**src/hw/rtl/chunk_ring_byte_segmenter_macros.svh**
```systemverilog
// assertion macros for the chunk ring segmenter
`ifndef CHUNK_RING_BYTE_SEGMENTER_MACROS_SVH
`define CHUNK_RING_BYTE_SEGMENTER_MACROS_SVH

`ifndef ASSERT_OFF
`define CRBS_ASSERT(lbl, prop, msg) \
    lbl: assert property (@(posedge clk) disable iff (!rst_n) (prop)) else $error(msg);
`define CRBS_ASSERT_NEXT(lbl, pre, post, msg) \
    lbl: assert property (@(posedge clk) disable iff (!rst_n) (pre) |=> (post)) \
        else $error(msg);
`else
`define CRBS_ASSERT(lbl, prop, msg)
`define CRBS_ASSERT_NEXT(lbl, pre, post, msg)
`endif

`endif

```
**src/hw/rtl/crbs_pkg.sv**
```systemverilog
`timescale 1ns / 1ps

package crbs_pkg;

    localparam int DEPTH_DEF = 8;
    localparam int CAP_W     = 16;
    localparam int AMT_W     = 20;
    localparam int MODE_W    = 3;
    localparam int IDX_W     = 5;
    localparam int KIND_W    = 3;
    localparam int STAT_W    = 2;
    localparam int ACC_W     = 22;

    localparam logic [CAP_W-1:0] CAP_RESET = 16'd8192;

    localparam logic [MODE_W-1:0] MODE_RESERVE = 3'd0;
    localparam logic [MODE_W-1:0] MODE_COMMIT  = 3'd1;
    localparam logic [MODE_W-1:0] MODE_POP     = 3'd2;
    localparam logic [MODE_W-1:0] MODE_POPW    = 3'd3;
    localparam logic [MODE_W-1:0] MODE_FLUSH   = 3'd4;

    localparam logic [STAT_W-1:0] ST_OK     = 2'd0;
    localparam logic [STAT_W-1:0] ST_BUSY   = 2'd1;
    localparam logic [STAT_W-1:0] ST_INSUF  = 2'd2;
    localparam logic [STAT_W-1:0] ST_BADCOM = 2'd3;

    localparam logic [KIND_W-1:0] KIND_START   = 3'd0;
    localparam logic [KIND_W-1:0] KIND_PARTIAL = 3'd1;
    localparam logic [KIND_W-1:0] KIND_END     = 3'd2;
    localparam logic [KIND_W-1:0] KIND_WHOLE   = 3'd3;
    localparam logic [KIND_W-1:0] KIND_NONE    = 3'd4;

    typedef logic [3:0] op_t;

    localparam op_t OP_NONE   = 4'd0;
    localparam op_t OP_LOAD   = 4'd1;
    localparam op_t OP_RESV   = 4'd2;
    localparam op_t OP_COMMIT = 4'd3;
    localparam op_t OP_SUM    = 4'd4;
    localparam op_t OP_WALK   = 4'd5;
    localparam op_t OP_POPW   = 4'd6;
    localparam op_t OP_FLUSH  = 4'd7;
    localparam op_t OP_EMPTY  = 4'd8;

    typedef struct packed {
        op_t op;
    } cmd_t;

    typedef struct packed {
        logic done;
        logic out_free;
    } sts_t;

endpackage

```
**src/hw/rtl/chunk_ring_byte_segmenter.sv**
```systemverilog
`timescale 1ns / 1ps

// Ring of RING_DEPTH byte chunks with reserve, commit, pop, pop-whole and flush
// commands; each accepted item yields one or more output words, the final one
// flagged by last. A reserve may first close the open chunk; a byte pop first
// sums the closed chunks one per cycle, ends the sum, then emits its segments
// one per cycle while the output is not stalled. Output stalls hold the block.
// cfg_ready is always high; chunk_capacity resets to 8192; the user must write
// it only while idle, which the block itself does not enforce.

module chunk_ring_byte_segmenter
    import crbs_pkg::*;
#(
    parameter int RING_DEPTH = DEPTH_DEF
) (
    input  logic               clk,
    input  logic               rst_n,
    input  logic               in_valid,
    output logic               in_stall,
    input  logic [MODE_W-1:0]  mode,
    input  logic [AMT_W-1:0]   amount,
    output logic               out_valid,
    input  logic               out_stall,
    output logic [STAT_W-1:0]  status,
    output logic [IDX_W-1:0]   chunk_index,
    output logic [CAP_W-1:0]   byte_offset,
    output logic [CAP_W-1:0]   seg_length,
    output logic [KIND_W-1:0]  seg_kind,
    output logic               released,
    output logic               last,
    input  logic               cfg_valid,
    output logic               cfg_ready,
    input  logic [CAP_W-1:0]   cfg_data
);

    cmd_t cmd;
    sts_t sts;

    assign cfg_ready = 1'b1;

    crbs_ctrl u_ctrl (
        .clk      (clk),
        .rst_n    (rst_n),
        .in_valid (in_valid),
        .in_stall (in_stall),
        .mode     (mode),
        .amount   (amount),
        .cmd      (cmd),
        .sts      (sts)
    );

    crbs_datapath #(
        .RING_DEPTH (RING_DEPTH)
    ) u_datapath (
        .clk         (clk),
        .rst_n       (rst_n),
        .cmd         (cmd),
        .sts         (sts),
        .amount      (amount),
        .cfg_write   (cfg_valid && cfg_ready),
        .cfg_data    (cfg_data),
        .out_valid   (out_valid),
        .out_stall   (out_stall),
        .status      (status),
        .chunk_index (chunk_index),
        .byte_offset (byte_offset),
        .seg_length  (seg_length),
        .seg_kind    (seg_kind),
        .released    (released),
        .last        (last)
    );

endmodule

```
**src/hw/rtl/crbs_datapath.sv**
```systemverilog
`timescale 1ns / 1ps

module crbs_datapath
    import crbs_pkg::*;
#(
    parameter int RING_DEPTH = DEPTH_DEF
) (
    input  logic               clk,
    input  logic               rst_n,
    input  cmd_t               cmd,
    output sts_t               sts,
    input  logic [AMT_W-1:0]   amount,
    input  logic               cfg_write,
    input  logic [CAP_W-1:0]   cfg_data,
    output logic               out_valid,
    input  logic               out_stall,
    output logic [STAT_W-1:0]  status,
    output logic [IDX_W-1:0]   chunk_index,
    output logic [CAP_W-1:0]   byte_offset,
    output logic [CAP_W-1:0]   seg_length,
    output logic [KIND_W-1:0]  seg_kind,
    output logic               released,
    output logic               last
);

    localparam int PW = (RING_DEPTH > 1) ? $clog2(RING_DEPTH) : 1;
    localparam int CW = $clog2(RING_DEPTH + 1);

    function automatic logic [PW-1:0] ptr_inc(input logic [PW-1:0] p);
        ptr_inc = (p == PW'(RING_DEPTH - 1)) ? '0 : p + 1'b1;
    endfunction

    logic [CAP_W-1:0]      cap_reg;
    logic [RING_DEPTH-1:0] busy_reg, busy_next;
    logic [CAP_W-1:0]      fill_mem [RING_DEPTH];
    logic [PW-1:0]         fp_reg, fp_next;
    logic [CAP_W-1:0]      bic_reg, bic_next;
    logic [PW-1:0]         head_reg, head_next;
    logic [CW-1:0]         qc_reg, qc_next;
    logic [PW-1:0]         pc_reg, pc_next;
    logic [CAP_W-1:0]      pl_reg, pl_next;
    logic [CAP_W-1:0]      pf_reg, pf_next;
    logic [CAP_W-1:0]      lr_reg, lr_next;
    logic [AMT_W-1:0]      amt_reg, amt_next;
    logic [AMT_W-1:0]      need_reg, need_next;
    logic [ACC_W-1:0]      acc_reg, acc_next;
    logic [PW-1:0]         cur_reg, cur_next;
    logic [CW-1:0]         j_reg, j_next;
    logic                  left0_reg, left0_next;
    logic                  iter_reg, iter_next;
    logic                  valid_reg, valid_next;

    logic [STAT_W-1:0]     status_reg;
    logic [IDX_W-1:0]      idx_reg;
    logic [CAP_W-1:0]      off_reg;
    logic [CAP_W-1:0]      len_reg;
    logic [KIND_W-1:0]     kind_reg;
    logic                  rel_reg;
    logic                  last_reg;

    logic                  emit;
    logic [STAT_W-1:0]     e_status;
    logic [PW-1:0]         e_idx;
    logic [CAP_W-1:0]      e_off;
    logic [CAP_W-1:0]      e_len;
    logic [KIND_W-1:0]     e_kind;
    logic                  e_rel;
    logic                  e_last;
    logic                  done;

    logic                  fill_we;
    logic [CAP_W-1:0]      fill_wd;
    logic [CAP_W-1:0]      rd_fill_reg;
    logic [CAP_W-1:0]      room;
    logic [CAP_W-1:0]      want;
    logic [CAP_W-1:0]      bic_sum;

    assign room    = (bic_reg >= cap_reg) ? '0 : cap_reg - bic_reg;
    assign want    = (amt_reg > AMT_W'(cap_reg)) ? cap_reg : amt_reg[CAP_W-1:0];
    assign bic_sum = bic_reg + amt_reg[CAP_W-1:0];

    always_comb
    begin
        busy_next  = busy_reg;
        fp_next    = fp_reg;
        bic_next   = bic_reg;
        head_next  = head_reg;
        qc_next    = qc_reg;
        pc_next    = pc_reg;
        pl_next    = pl_reg;
        pf_next    = pf_reg;
        lr_next    = lr_reg;
        amt_next   = amt_reg;
        need_next  = need_reg;
        acc_next   = acc_reg;
        cur_next   = cur_reg;
        j_next     = j_reg;
        left0_next = left0_reg;
        iter_next  = iter_reg;
        emit       = 1'b0;
        e_status   = ST_OK;
        e_idx      = '0;
        e_off      = '0;
        e_len      = '0;
        e_kind     = KIND_NONE;
        e_rel      = 1'b0;
        e_last     = 1'b1;
        done       = 1'b0;
        fill_we    = 1'b0;
        fill_wd    = bic_reg;

        case (cmd.op)
            OP_LOAD:
            begin
                amt_next   = amount;
                need_next  = amount - AMT_W'(pl_reg);
                acc_next   = ACC_W'(pl_reg);
                cur_next   = head_reg;
                j_next     = '0;
                left0_next = (pl_reg != '0);
                iter_next  = 1'b0;
            end
            OP_RESV:
            begin
                lr_next = want;
                if (busy_reg[fp_reg])
                begin
                    emit     = 1'b1;
                    e_status = ST_BUSY;
                    e_idx    = fp_reg;
                    e_off    = bic_reg;
                    done     = 1'b1;
                end
                else if (room >= want)
                begin
                    emit  = 1'b1;
                    e_idx = fp_reg;
                    e_off = bic_reg;
                    done  = 1'b1;
                end
                else
                begin
                    fill_we           = 1'b1;
                    fill_wd           = bic_reg;
                    busy_next[fp_reg] = 1'b1;
                    qc_next           = qc_reg + 1'b1;
                    fp_next           = ptr_inc(fp_reg);
                    bic_next          = '0;
                    iter_next         = 1'b1;
                    if (iter_reg)
                    begin
                        emit  = 1'b1;
                        e_idx = ptr_inc(fp_reg);
                        done  = 1'b1;
                    end
                end
            end
            OP_COMMIT:
            begin
                emit  = 1'b1;
                e_idx = fp_reg;
                e_off = bic_reg;
                done  = 1'b1;
                if (busy_reg[fp_reg] || amt_reg > AMT_W'(lr_reg) || amt_reg > AMT_W'(room))
                begin
                    e_status = ST_BADCOM;
                end
                else if (amt_reg[CAP_W-1:0] == room)
                begin
                    fill_we           = 1'b1;
                    fill_wd           = bic_sum;
                    busy_next[fp_reg] = 1'b1;
                    qc_next           = qc_reg + 1'b1;
                    fp_next           = ptr_inc(fp_reg);
                    bic_next          = '0;
                end
                else
                begin
                    bic_next = bic_sum;
                end
            end
            OP_SUM:
            begin
                if (j_reg == qc_reg)
                begin
                    done     = 1'b1;
                    cur_next = head_reg;
                    j_next   = '0;
                end
                else
                begin
                    acc_next = acc_reg + ACC_W'(rd_fill_reg);
                    cur_next = ptr_inc(cur_reg);
                    j_next   = j_reg + 1'b1;
                end
            end
            OP_WALK:
            begin
                emit = 1'b1;
                if (acc_reg < ACC_W'(amt_reg))
                begin
                    e_status = ST_INSUF;
                    done     = 1'b1;
                end
                else if (pl_reg != '0)
                begin
                    e_idx = pc_reg;
                    e_off = pf_reg - pl_reg;
                    e_rel = 1'b1;
                    if (AMT_W'(pl_reg) >= amt_reg)
                    begin
                        e_len   = amt_reg[CAP_W-1:0];
                        e_kind  = KIND_WHOLE;
                        e_rel   = (pl_reg == amt_reg[CAP_W-1:0]);
                        pl_next = pl_reg - amt_reg[CAP_W-1:0];
                        if (e_rel)
                        begin
                            busy_next[pc_reg] = 1'b0;
                        end
                        done = 1'b1;
                    end
                    else
                    begin
                        e_len             = pl_reg;
                        e_kind            = KIND_START;
                        e_last            = 1'b0;
                        busy_next[pc_reg] = 1'b0;
                        pl_next           = '0;
                    end
                end
                else
                begin
                    e_idx = cur_reg;
                    if (AMT_W'(rd_fill_reg) >= need_reg)
                    begin
                        e_kind    = (left0_reg || j_reg != '0) ? KIND_END : KIND_WHOLE;
                        head_next = ptr_inc(cur_reg);
                        qc_next   = qc_reg - (j_reg + 1'b1);
                        done      = 1'b1;
                        if (rd_fill_reg == need_reg[CAP_W-1:0])
                        begin
                            e_len              = rd_fill_reg;
                            e_rel              = 1'b1;
                            busy_next[cur_reg] = 1'b0;
                            pl_next            = '0;
                        end
                        else
                        begin
                            e_len   = need_reg[CAP_W-1:0];
                            pc_next = cur_reg;
                            pf_next = rd_fill_reg;
                            pl_next = rd_fill_reg - need_reg[CAP_W-1:0];
                        end
                    end
                    else
                    begin
                        e_len              = rd_fill_reg;
                        e_kind             = (!left0_reg && j_reg == '0) ? KIND_START
                                                                         : KIND_PARTIAL;
                        e_rel              = 1'b1;
                        e_last             = 1'b0;
                        busy_next[cur_reg] = 1'b0;
                        need_next          = need_reg - AMT_W'(rd_fill_reg);
                        cur_next           = ptr_inc(cur_reg);
                        j_next             = j_reg + 1'b1;
                    end
                end
            end
            OP_POPW:
            begin
                emit = 1'b1;
                done = 1'b1;
                if (qc_reg == '0)
                begin
                    e_status = ST_INSUF;
                end
                else
                begin
                    e_idx               = head_reg;
                    e_len               = rd_fill_reg;
                    e_kind              = KIND_WHOLE;
                    e_rel               = 1'b1;
                    busy_next[head_reg] = 1'b0;
                    head_next           = ptr_inc(head_reg);
                    qc_next             = qc_reg - 1'b1;
                end
            end
            OP_FLUSH:
            begin
                emit      = 1'b1;
                done      = 1'b1;
                busy_next = '0;
                qc_next   = '0;
                head_next = '0;
                bic_next  = '0;
                fp_next   = '0;
                lr_next   = '0;
                pl_next   = '0;
            end
            OP_EMPTY:
            begin
                emit = 1'b1;
                done = 1'b1;
            end
            default:
            begin
            end
        endcase
    end

    assign valid_next   = emit ? 1'b1 : (valid_reg && out_stall);
    assign sts.done     = done;
    assign sts.out_free = !valid_reg || !out_stall;

    always_ff @(posedge clk or negedge rst_n)
    begin
        if (!rst_n)
        begin
            cap_reg   <= CAP_RESET;
            busy_reg  <= '0;
            fp_reg    <= '0;
            bic_reg   <= '0;
            head_reg  <= '0;
            qc_reg    <= '0;
            pc_reg    <= '0;
            pl_reg    <= '0;
            pf_reg    <= '0;
            lr_reg    <= '0;
            amt_reg   <= '0;
            need_reg  <= '0;
            acc_reg   <= '0;
            cur_reg   <= '0;
            j_reg     <= '0;
            left0_reg <= 1'b0;
            iter_reg  <= 1'b0;
            valid_reg <= 1'b0;
        end
        else
        begin
            if (cfg_write)
            begin
                cap_reg <= cfg_data;
            end
            busy_reg  <= busy_next;
            fp_reg    <= fp_next;
            bic_reg   <= bic_next;
            head_reg  <= head_next;
            qc_reg    <= qc_next;
            pc_reg    <= pc_next;
            pl_reg    <= pl_next;
            pf_reg    <= pf_next;
            lr_reg    <= lr_next;
            amt_reg   <= amt_next;
            need_reg  <= need_next;
            acc_reg   <= acc_next;
            cur_reg   <= cur_next;
            j_reg     <= j_next;
            left0_reg <= left0_next;
            iter_reg  <= iter_next;
            valid_reg <= valid_next;
        end
    end

    // read port is addressed by the next walk pointer, so rd_fill_reg holds the fill at cur_reg
    always_ff @(posedge clk)
    begin
        if (fill_we)
        begin
            fill_mem[fp_reg] <= fill_wd;
        end
        rd_fill_reg <= fill_mem[cur_next];
    end

    always_ff @(posedge clk)
    begin
        if (emit)
        begin
            status_reg <= e_status;
            idx_reg    <= IDX_W'(e_idx);
            off_reg    <= e_off;
            len_reg    <= e_len;
            kind_reg   <= e_kind;
            rel_reg    <= e_rel;
            last_reg   <= e_last;
        end
    end

    assign out_valid   = valid_reg;
    assign status      = status_reg;
    assign chunk_index = idx_reg;
    assign byte_offset = off_reg;
    assign seg_length  = len_reg;
    assign seg_kind    = kind_reg;
    assign released    = rel_reg;
    assign last        = last_reg;

endmodule

```
**src/hw/rtl/crbs_ctrl.sv**
```systemverilog
`timescale 1ns / 1ps
`include "chunk_ring_byte_segmenter_macros.svh"

module crbs_ctrl
    import crbs_pkg::*;
(
    input  logic              clk,
    input  logic              rst_n,
    input  logic              in_valid,
    output logic              in_stall,
    input  logic [MODE_W-1:0] mode,
    input  logic [AMT_W-1:0]  amount,
    output cmd_t              cmd,
    input  sts_t              sts
);

    localparam logic [2:0] S_IDLE = 3'd0;
    localparam logic [2:0] S_RESV = 3'd1;
    localparam logic [2:0] S_SUM  = 3'd2;
    localparam logic [2:0] S_WALK = 3'd3;
    localparam logic [2:0] S_ONE  = 3'd4;

    logic [2:0] state_reg, state_next;
    op_t        one_op_reg, one_op_next;

    always_comb
    begin
        state_next  = state_reg;
        one_op_next = one_op_reg;
        cmd.op      = OP_NONE;
        case (state_reg)
            S_IDLE:
            begin
                if (in_valid)
                begin
                    cmd.op     = OP_LOAD;
                    state_next = S_ONE;
                    case (mode)
                        MODE_RESERVE: state_next  = S_RESV;
                        MODE_COMMIT:  one_op_next = OP_COMMIT;
                        MODE_POP:
                        begin
                            if (amount == '0)
                            begin
                                one_op_next = OP_EMPTY;
                            end
                            else
                            begin
                                state_next = S_SUM;
                            end
                        end
                        MODE_POPW:    one_op_next = OP_POPW;
                        MODE_FLUSH:   one_op_next = OP_FLUSH;
                        default:      one_op_next = OP_EMPTY;
                    endcase
                end
            end
            S_RESV:
            begin
                if (sts.out_free)
                begin
                    cmd.op = OP_RESV;
                    if (sts.done)
                    begin
                        state_next = S_IDLE;
                    end
                end
            end
            S_SUM:
            begin
                cmd.op = OP_SUM;
                if (sts.done)
                begin
                    state_next = S_WALK;
                end
            end
            S_WALK:
            begin
                if (sts.out_free)
                begin
                    cmd.op = OP_WALK;
                    if (sts.done)
                    begin
                        state_next = S_IDLE;
                    end
                end
            end
            S_ONE:
            begin
                if (sts.out_free)
                begin
                    cmd.op     = one_op_reg;
                    state_next = S_IDLE;
                end
            end
            default:
            begin
                state_next = S_IDLE;
            end
        endcase
    end

    always_ff @(posedge clk or negedge rst_n)
    begin
        if (!rst_n)
        begin
            state_reg  <= S_IDLE;
            one_op_reg <= OP_EMPTY;
        end
        else
        begin
            state_reg  <= state_next;
            one_op_reg <= one_op_next;
        end
    end

    assign in_stall = (state_reg != S_IDLE);

    `CRBS_ASSERT_NEXT(a_accept_holds, in_valid && !in_stall, in_stall, "no busy after accept")
    `CRBS_ASSERT(a_emit_when_free, cmd.op == OP_NONE || cmd.op == OP_LOAD || cmd.op == OP_SUM || sts.out_free, "word emitted over pending output")
    `CRBS_ASSERT_NEXT(a_done_to_idle, (state_reg == S_WALK || state_reg == S_RESV) && cmd.op != OP_NONE && sts.done, !in_stall, "not idle after last word")

endmodule
```
**config.mk**
```make
export PLATFORM = sky130hd
export DESIGN_NAME = chunk_ring_byte_segmenter
export DESIGN_NICKNAME = d
export VERILOG_FILES = /design/src/hw/rtl/crbs_pkg.sv /design/src/hw/rtl/chunk_ring_byte_segmenter.sv /design/src/hw/rtl/crbs_datapath.sv /design/src/hw/rtl/crbs_ctrl.sv
export VERILOG_INCLUDE_DIRS = /design/src /design/src/hw/rtl
export SDC_FILE = /design/constraint.sdc
export NUM_CORES = 1
export LEC_CHECK = 0
export ABC_AREA = 1
export BUFFER_PORTS_ARGS = -buffer_cell sky130_fd_sc_hd__buf_2
export CAP_MARGIN = 10
export CORE_UTILIZATION = 32
export DETAILED_ROUTE_END_ITERATION = 10
export GPL_TIMING_DRIVEN = 0
export PLACE_DENSITY = 0.5
export SETUP_SLACK_MARGIN = 0.4
export SLEW_MARGIN = 20
export SYNTH_ARGS = -nofsm -noshare
export SYNTH_HDL_FRONTEND = slang
export SYNTH_SLANG_ARGS = --single-unit
export TNS_END_PERCENT = 10
```
**constraint.sdc**
```tcl
create_clock -name clk -period 6.7 [get_ports clk]
set_input_delay 1.005 -clock clk [delete_from_list [all_inputs] [get_ports clk]]
set_output_delay 1.005 -clock clk [all_outputs]
set_load 0.02 [all_outputs]
```
Word level (Yosys, flattened, before mapping)
Memories as Yosys holds them, arrays and structs flattened. A register that Yosys moved wholly into a read port is not among the register bits.
Cells that the tools add are included.
{ "classes": {"magnitude_cmp": 16, "bitwise": 11, "muxes": 150, "reduce_logical": 46, "addsub": 15, "n_eq_ne": 42} }
{ "ops": {"columns": ["op", "count"], "rows": [
  ["16-bit 2-to-1 mux", 22],
  ["3-bit 2-to-1 mux", 32],
  ["16-bit case mux with 2 select lines", 3],
  ["16-bit case mux with 3 select lines", 2],
  ["8-bit 2-to-1 mux", 11],
  ["16-bit subtractor", 4],
  ["20-bit by 16-bit > comparator with 1-bit output", 3],
  ["20-bit 2-to-1 mux", 3],
  ["4-bit case mux with 5 select lines", 3],
  ["4-bit 2-to-1 mux", 14],
  ["16-bit equality test", 3],
  ["22-bit case mux with 2 select lines", 1],
  ["16-bit by 20-bit greater-or-equal comparator with 1-bit output", 2],
  ["20-bit case mux with 2 select lines", 1],
  ["8-bit case mux with 5 select lines", 1],
  ["20-bit by 16-bit subtractor with 20-bit output", 2],
  ["16-bit greater-or-equal comparator", 2],
  ["1-bit 2-to-1 mux", 32],
  ["3-bit case mux with 3 select lines", 3],
  ["8-bit bitwise AND", 3],
  ["8-bit inverter", 3],
  ["3-bit case mux with 4 select lines", 2],
  ["22-bit by 16-bit adder with 22-bit output", 1],
  ["22-bit by 20-bit < comparator with 1-bit output", 1],
  ["other kinds (50)", 126]
]} }
{ "word_totals": {"mem_bits_rw": 128, "n_memories": 1, "ff_bits": 222, "out_inout_bits": 47, "in_bits": 44, "elab_cells": 308} }
{ "mem_list": {"columns": ["memory", "depth", "width", "read_ports", "rd_clocked_by_memory_dff", "wr", "line", "text"], "rows": [
  ["u_datapath.fill_mem", 8, 16, 1, 1, 1, "crbs_datapath.sv:35", "logic [CAP_W-1:0] fill_mem [RING_DEPTH];"]
]} }

Logic depth before layout (Yosys ltp)
{ "logic_depth": {"depth_word": 11, "ltp_mapped": 30, "depth_no_buf": 30} }

By module
A second synthesis with hierarchy kept.
{ "unflattened": {"cells_unflattened": 3213, "hier_area_um2": 25243.0} }
{ "by_module_without_submodules": {"columns": ["module", "cells_per_inst", "area_per_inst_um2", "n_inst", "seq_area_each_um2"], "rows": [
  ["crbs_datapath", 3120, 24639.9, 1, 9755.6],
  ["crbs_ctrl", 91, 591.8, 1, 176.4],
  ["chunk_ring_byte_segmenter", 2, 11.3, 1, 0.0]
]} }

Worst setup path before layout
OpenSTA, ideal clock, no wires.
{ "synth_timing": {"kind": "reg-to-reg", "startpoint": "reg u_datapath.bic_reg[0]", "endpoint": "mem u_datapath.fill_mem[1][0] (enable)", "path_stages_with_launch": 27, "setup_slack_ps": 1377, "required_time_ps": 6286, "period_less_slack_ps": 5323, "arrival_time_ps": 4910, "n_path_buf": 1, "setup_time_ps": 414, "cell_sequence": "dfrtp_1 > ha_1 > inv_1 > fa_1 > inv_1 > o31ai_1 > nand2_1 > nand2_1 > a31oi_1 > o21ai_0 > nand2_1 > nand2_1 > nand2_1 > inv_1 > nand3_1 > ha_1 > nand2_1 > nor2_1 > nand2_1 > nor3_1 > nand4_1 > o21ai_0 > nand3_1 > inv_1 > nand2_1 > clkbuf_1 > a21boi_0"} }
{ "synth_via": {"elab_chain_len": 8, "elab_cells_between_ends": 14, "cone_classes": "1 x add/sub; 3 x order compare; 1 x eq/ne; 8 x mux; 1 x reduce/logical"} }
{ "synth_rtl": {"columns": ["item", "line", "text"], "rows": [
  ["start, declared", "crbs_datapath.sv:37", "logic [CAP_W-1:0] bic_reg, bic_next;"],
  ["start signal, assigned", "crbs_datapath.sv:346", "bic_reg <= bic_next;"],
  ["16-bit subtractor / 16-bit greater-or-equal comparator (equally long branches)", "crbs_datapath.sv:78", "assign room = (bic_reg >= cap_reg) ? '0 : cap_reg - bic_reg;"],
  ["16-bit 2-to-1 mux (*)", "crbs_datapath.sv:78", null],
  ["16-bit greater-or-equal comparator (tied with other cells)", "crbs_datapath.sv:134", "else if (room >= want)"],
  ["1-bit 2-to-1 mux (tied with other cells)", "crbs_datapath.sv:134", null],
  ["1-bit 2-to-1 mux (on tied branches)", "crbs_datapath.sv:126, crbs_datapath.sv:164", null],
  ["1-bit case mux with 2 select lines (*)", "crbs_datapath.sv:112", "case (cmd.op)"],
  ["1-bit 2-to-1 mux (*)", "crbs_datapath.sv:367", "if (fill_we)"],
  ["1-bit 2-to-1 mux (implied by the code) (*)", "crbs_datapath.sv:369", "fill_mem[fp_reg] <= fill_wd;"],
  ["end, declared", "crbs_datapath.sv:35", null]
]} }
Mark *: on every way between the ends. The rest lies on a longest branch, timed or not.

Worst setup path after layout
{ "layout_timing": {"startpoint": "reg u_datapath.cap_reg[0]", "endpoint": "mem u_datapath.fill_mem[4][12] (data pin)"} }
{ "layout_via": {"elab_chain_len": 6, "elab_cells_between_ends": 9, "cone_classes": "1 x add/sub; 2 x order compare; 1 x eq/ne; 4 x mux; 1 x reduce/logical"} }
{ "layout_rtl": {"columns": ["item", "line", "text"], "rows": [
  ["start, declared", "crbs_datapath.sv:33", "logic [CAP_W-1:0] cap_reg;"],
  ["start signal, assigned", "crbs_datapath.sv:342", "cap_reg <= cfg_data;"],
  ["16-bit subtractor / 16-bit greater-or-equal comparator (equally long branches)", "crbs_datapath.sv:78", null],
  ["16-bit 2-to-1 mux (*)", "crbs_datapath.sv:78", null],
  ["20-bit by 16-bit > comparator with 1-bit output / 16-bit equality test (equally long branches)", "crbs_datapath.sv:164, crbs_datapath.sv:168", null],
  ["1-bit logical OR / 16-bit 2-to-1 mux (equally long branches)", "crbs_datapath.sv:164, crbs_datapath.sv:168", null],
  ["16-bit 2-to-1 mux (*)", "crbs_datapath.sv:164", "if (busy_reg[fp_reg] || amt_reg > AMT_W'(lr_reg) || amt_reg > AMT_W'(room))"],
  ["16-bit 2-to-1 mux (*)", null, null],
  ["via u_datapath.fill_wd[12]", "crbs_datapath.sv:72", "logic [CAP_W-1:0] fill_wd;"]
]} }
Mark *: on every way through the listed nets, which the timed path passes. The rest lies on a longest branch.

==> metrics.txt <==
number of fill cells=between 8000 and 9000; Yosys cell types=63; outcome=finished clean; pwr dens=about 600 nW/um^2; worst hold-check path type=primary input to async pin; HPWL Detailed=78400 microns; register area share after synthesis=about two fifths; clk_lat worst skew=roughly 610 ps; via count=23300; post-route worst setup slack=roughly 700 ps; Final Setup Violations=0; share of post-route cells with drive strength above 1=a little under a tenth; die area=~80000 sq um; global-route wire length before repair=146000 microns; CTS Hold Bufs=0; Max Slew Vio Count=0; Tcrit/Tclk final=89.6%; Die X=284 microns; FP Rows=103; Syn. warnings=0; Post-Route WL=98900 microns; clock transition at the registers of the reported paths=roughly 60 ps; Cells after DPL=about 4400; Max-slew headroom=between 20% and 30%; post-synthesis cell count=3262; Pre-Repair DR Iteration Count=6; total global-route track usage=~24%; Initial Util=approximately 32%; critical path's most frequent cell=nand2_1; Worst Skew=16.6 ps; core area=slightly below 80000 sq um; vias in the first global route=~22000; Post-synth ARST share=roughly half; area of the multi-input gates=approximately 13000 sq um; Avg WL per Cell=22.0 microns; number of H-tree levels=2; synthesized area=about 25000 sq um; # clock sinks=366; flip-flop count of the largest register after layout=between 100 and 150; Mean Syn Cell Area=about 7.8 sq um; Worst path slowest cell=o21ai_0; LEAKAGE=about 14 nW; Post-synth EDFFs=between 150 and 200; largest net degree at the start of global routing=82; Setup TNS Final=0 ps; Cell Count, Final, Fillers Out=4497; Residual DRC=0; Worst-Margin Slew=1070 ps; final hold violation count=0; clock buffer depth=3; drt initial violations=1966; PortBufs=between 80 and 90; nets=about 3700; synthesized flop and latch total=~370; Area Overhead vs Synth=15.3%; Crit Path Max Fanout=10; fin crit period=between 6000 and 7000 ps; total CTS buffers=43; crit path DAT=between 6000 and 7000 ps; Vias/cell=~5.2; Sequential Area=~9900 sq um; WP data required=a little under 7000 ps; Post-Place Worst Slack=-244 ps; CTS tree=built; Post-synth top flop=dfrtp_1; Worst VDD drop=277 uV; fmax=roughly 170 MHz; Power Total=approximately 17 mW; Congestion Overflow GR=0; IO Pins=91; CP max stage delay=roughly 930 ps; crit start category=flop; max_cap viols=0; Die Ht=284 microns; RSZ-0062 raised after global routing=yes; initial antenna violation count=4; Critical Setup Path Class=flop to flop; final core occ=37.2%; nature of the critical path endpoint=flop; Final ANT Viol Nets=0; Placer Congestion=0.991; Root Buffer Master=clkbuf_16
critical path: cells and delay by family (launching register included):
family | cells | cell delay, ps
compound gates | 8 | 2490
simple gates | 9 | 1300
fa+ha+maj | 3 | 740
buf+inv | 5 | 690
flops | 1 | 460
path summary, 6_finish.rpt:
path | start | end | slack (ps) | cells past startpoint
max | u_datapath.cap_reg[0] | u_datapath.fill_mem[4][12] | 690 | 25
min | rst_n | u_ctrl.one_op_reg[2] | 250 | 1
max reg2reg | u_datapath.cap_reg[0] | u_datapath.fill_mem[4][12] | 690 | 25
min reg2reg | u_datapath.acc_reg[20] | u_datapath.acc_reg[20] | 470 | 1
max in group asynchronous | rst_n | u_datapath.cap_reg[13] | 5250 | 3
min in group clk | u_datapath.acc_reg[20] | u_datapath.acc_reg[20] | 470 | 1
logic make-up (layout without fill, tap and decap cells):
| kind of cell | Yosys count | in the layout | synth area share (%) |
|---|---|---|---|
| other cells | 2 | 4 | 0.0295 |
| simple gates | 1287 | 1287 | 21.5 |
| mux | 1 | 1 | 0.0394 |
| xor+xnor | 81 | 81 | 2.79 |
| compound gates | 710 | 710 | 15.6 |
| flops | 366 | 366 | 39.1 |
| buf+inv | 581 | 764 | 9.20 |
| fa+ha+maj | 234 | 234 | 11.8 |
final cells by class:
cell class	instances	share of cell area, %
well taps	1050	4.48
diodes	1	0.00854
multi-input cells	2316	45.4
clock inverters	25	1.40
flip-flops and latches	366	33.9
inverters	481	6.17
clock buffers	55	4.46
repair buffers	103	2.36
plain buffers	100	1.83
where the power goes:
group / switching, mW / internal [mW] / total [mW]
Combinational: 7.27 / 3.26 / 10.5
Clock: 1.09 / 1.72 / 2.81
Sequential: 0.809 / 3.12 / 3.92
Total: 9.17 / 8.10 / 17.3
cell usage after synthesis (33+ instances only):
library cell	instances	area, sq um
nand3_1	243	1220
dfrtp_1	178	4450
nand2_1	731	2740
clkbuf_1	45	169
edfxtp_1	170	5100
a21oi_1	212	1060
nor2_1	185	694
o22ai_1	54	338
o21ai_0	314	1570
nand4_1	34	213
xor2_1	55	482
nor3_1	33	165
ha_1	225	2820
inv_1	467	1750
layer usage:
metal  wire (microns)  vias to the layer above  GRT usage (%)
li1                 -                    11300              -
met1            46500                    11100           34.7
met4             4030                        2           9.04
met5               14                        -              0
met2            42300                      741           36.9
met3             6100                      165           3.56
repair_timing:
| item | in CTS | in global routing |
|---|---|---|
| pin swaps | 4 | 1 |
| endpoints found under the setup margin | 228 | 279 |
| endpoints found under the hold margin | 0 | 0 |
| resized for setup | 17 | 11 |
| buffers inserted | 5 | 5 |
through the flow:
step,instance area [sq um],hold WS [ps]
after floorplan,25400,433
after global placement,27200,457
after detailed placement,27400,465
after CTS,29200,233
after global routing,29300,255
final,29300,247
placed cells by master (no fill, tap or decap), types with 49 or more instances in the layout:
cell type / instances
ha_1: 225
a21oi_1: 208
xor2_1: 55
clkbuf_16: 49
buf_2: 112
nand3_1: 241
dfrtp_1: 178
inv_1: 467
nand2_1: 730
nor2_1: 183
o21ai_0: 301
o22ai_1: 54
edfxtp_1: 170
Power figures use the tool's default switching activity.
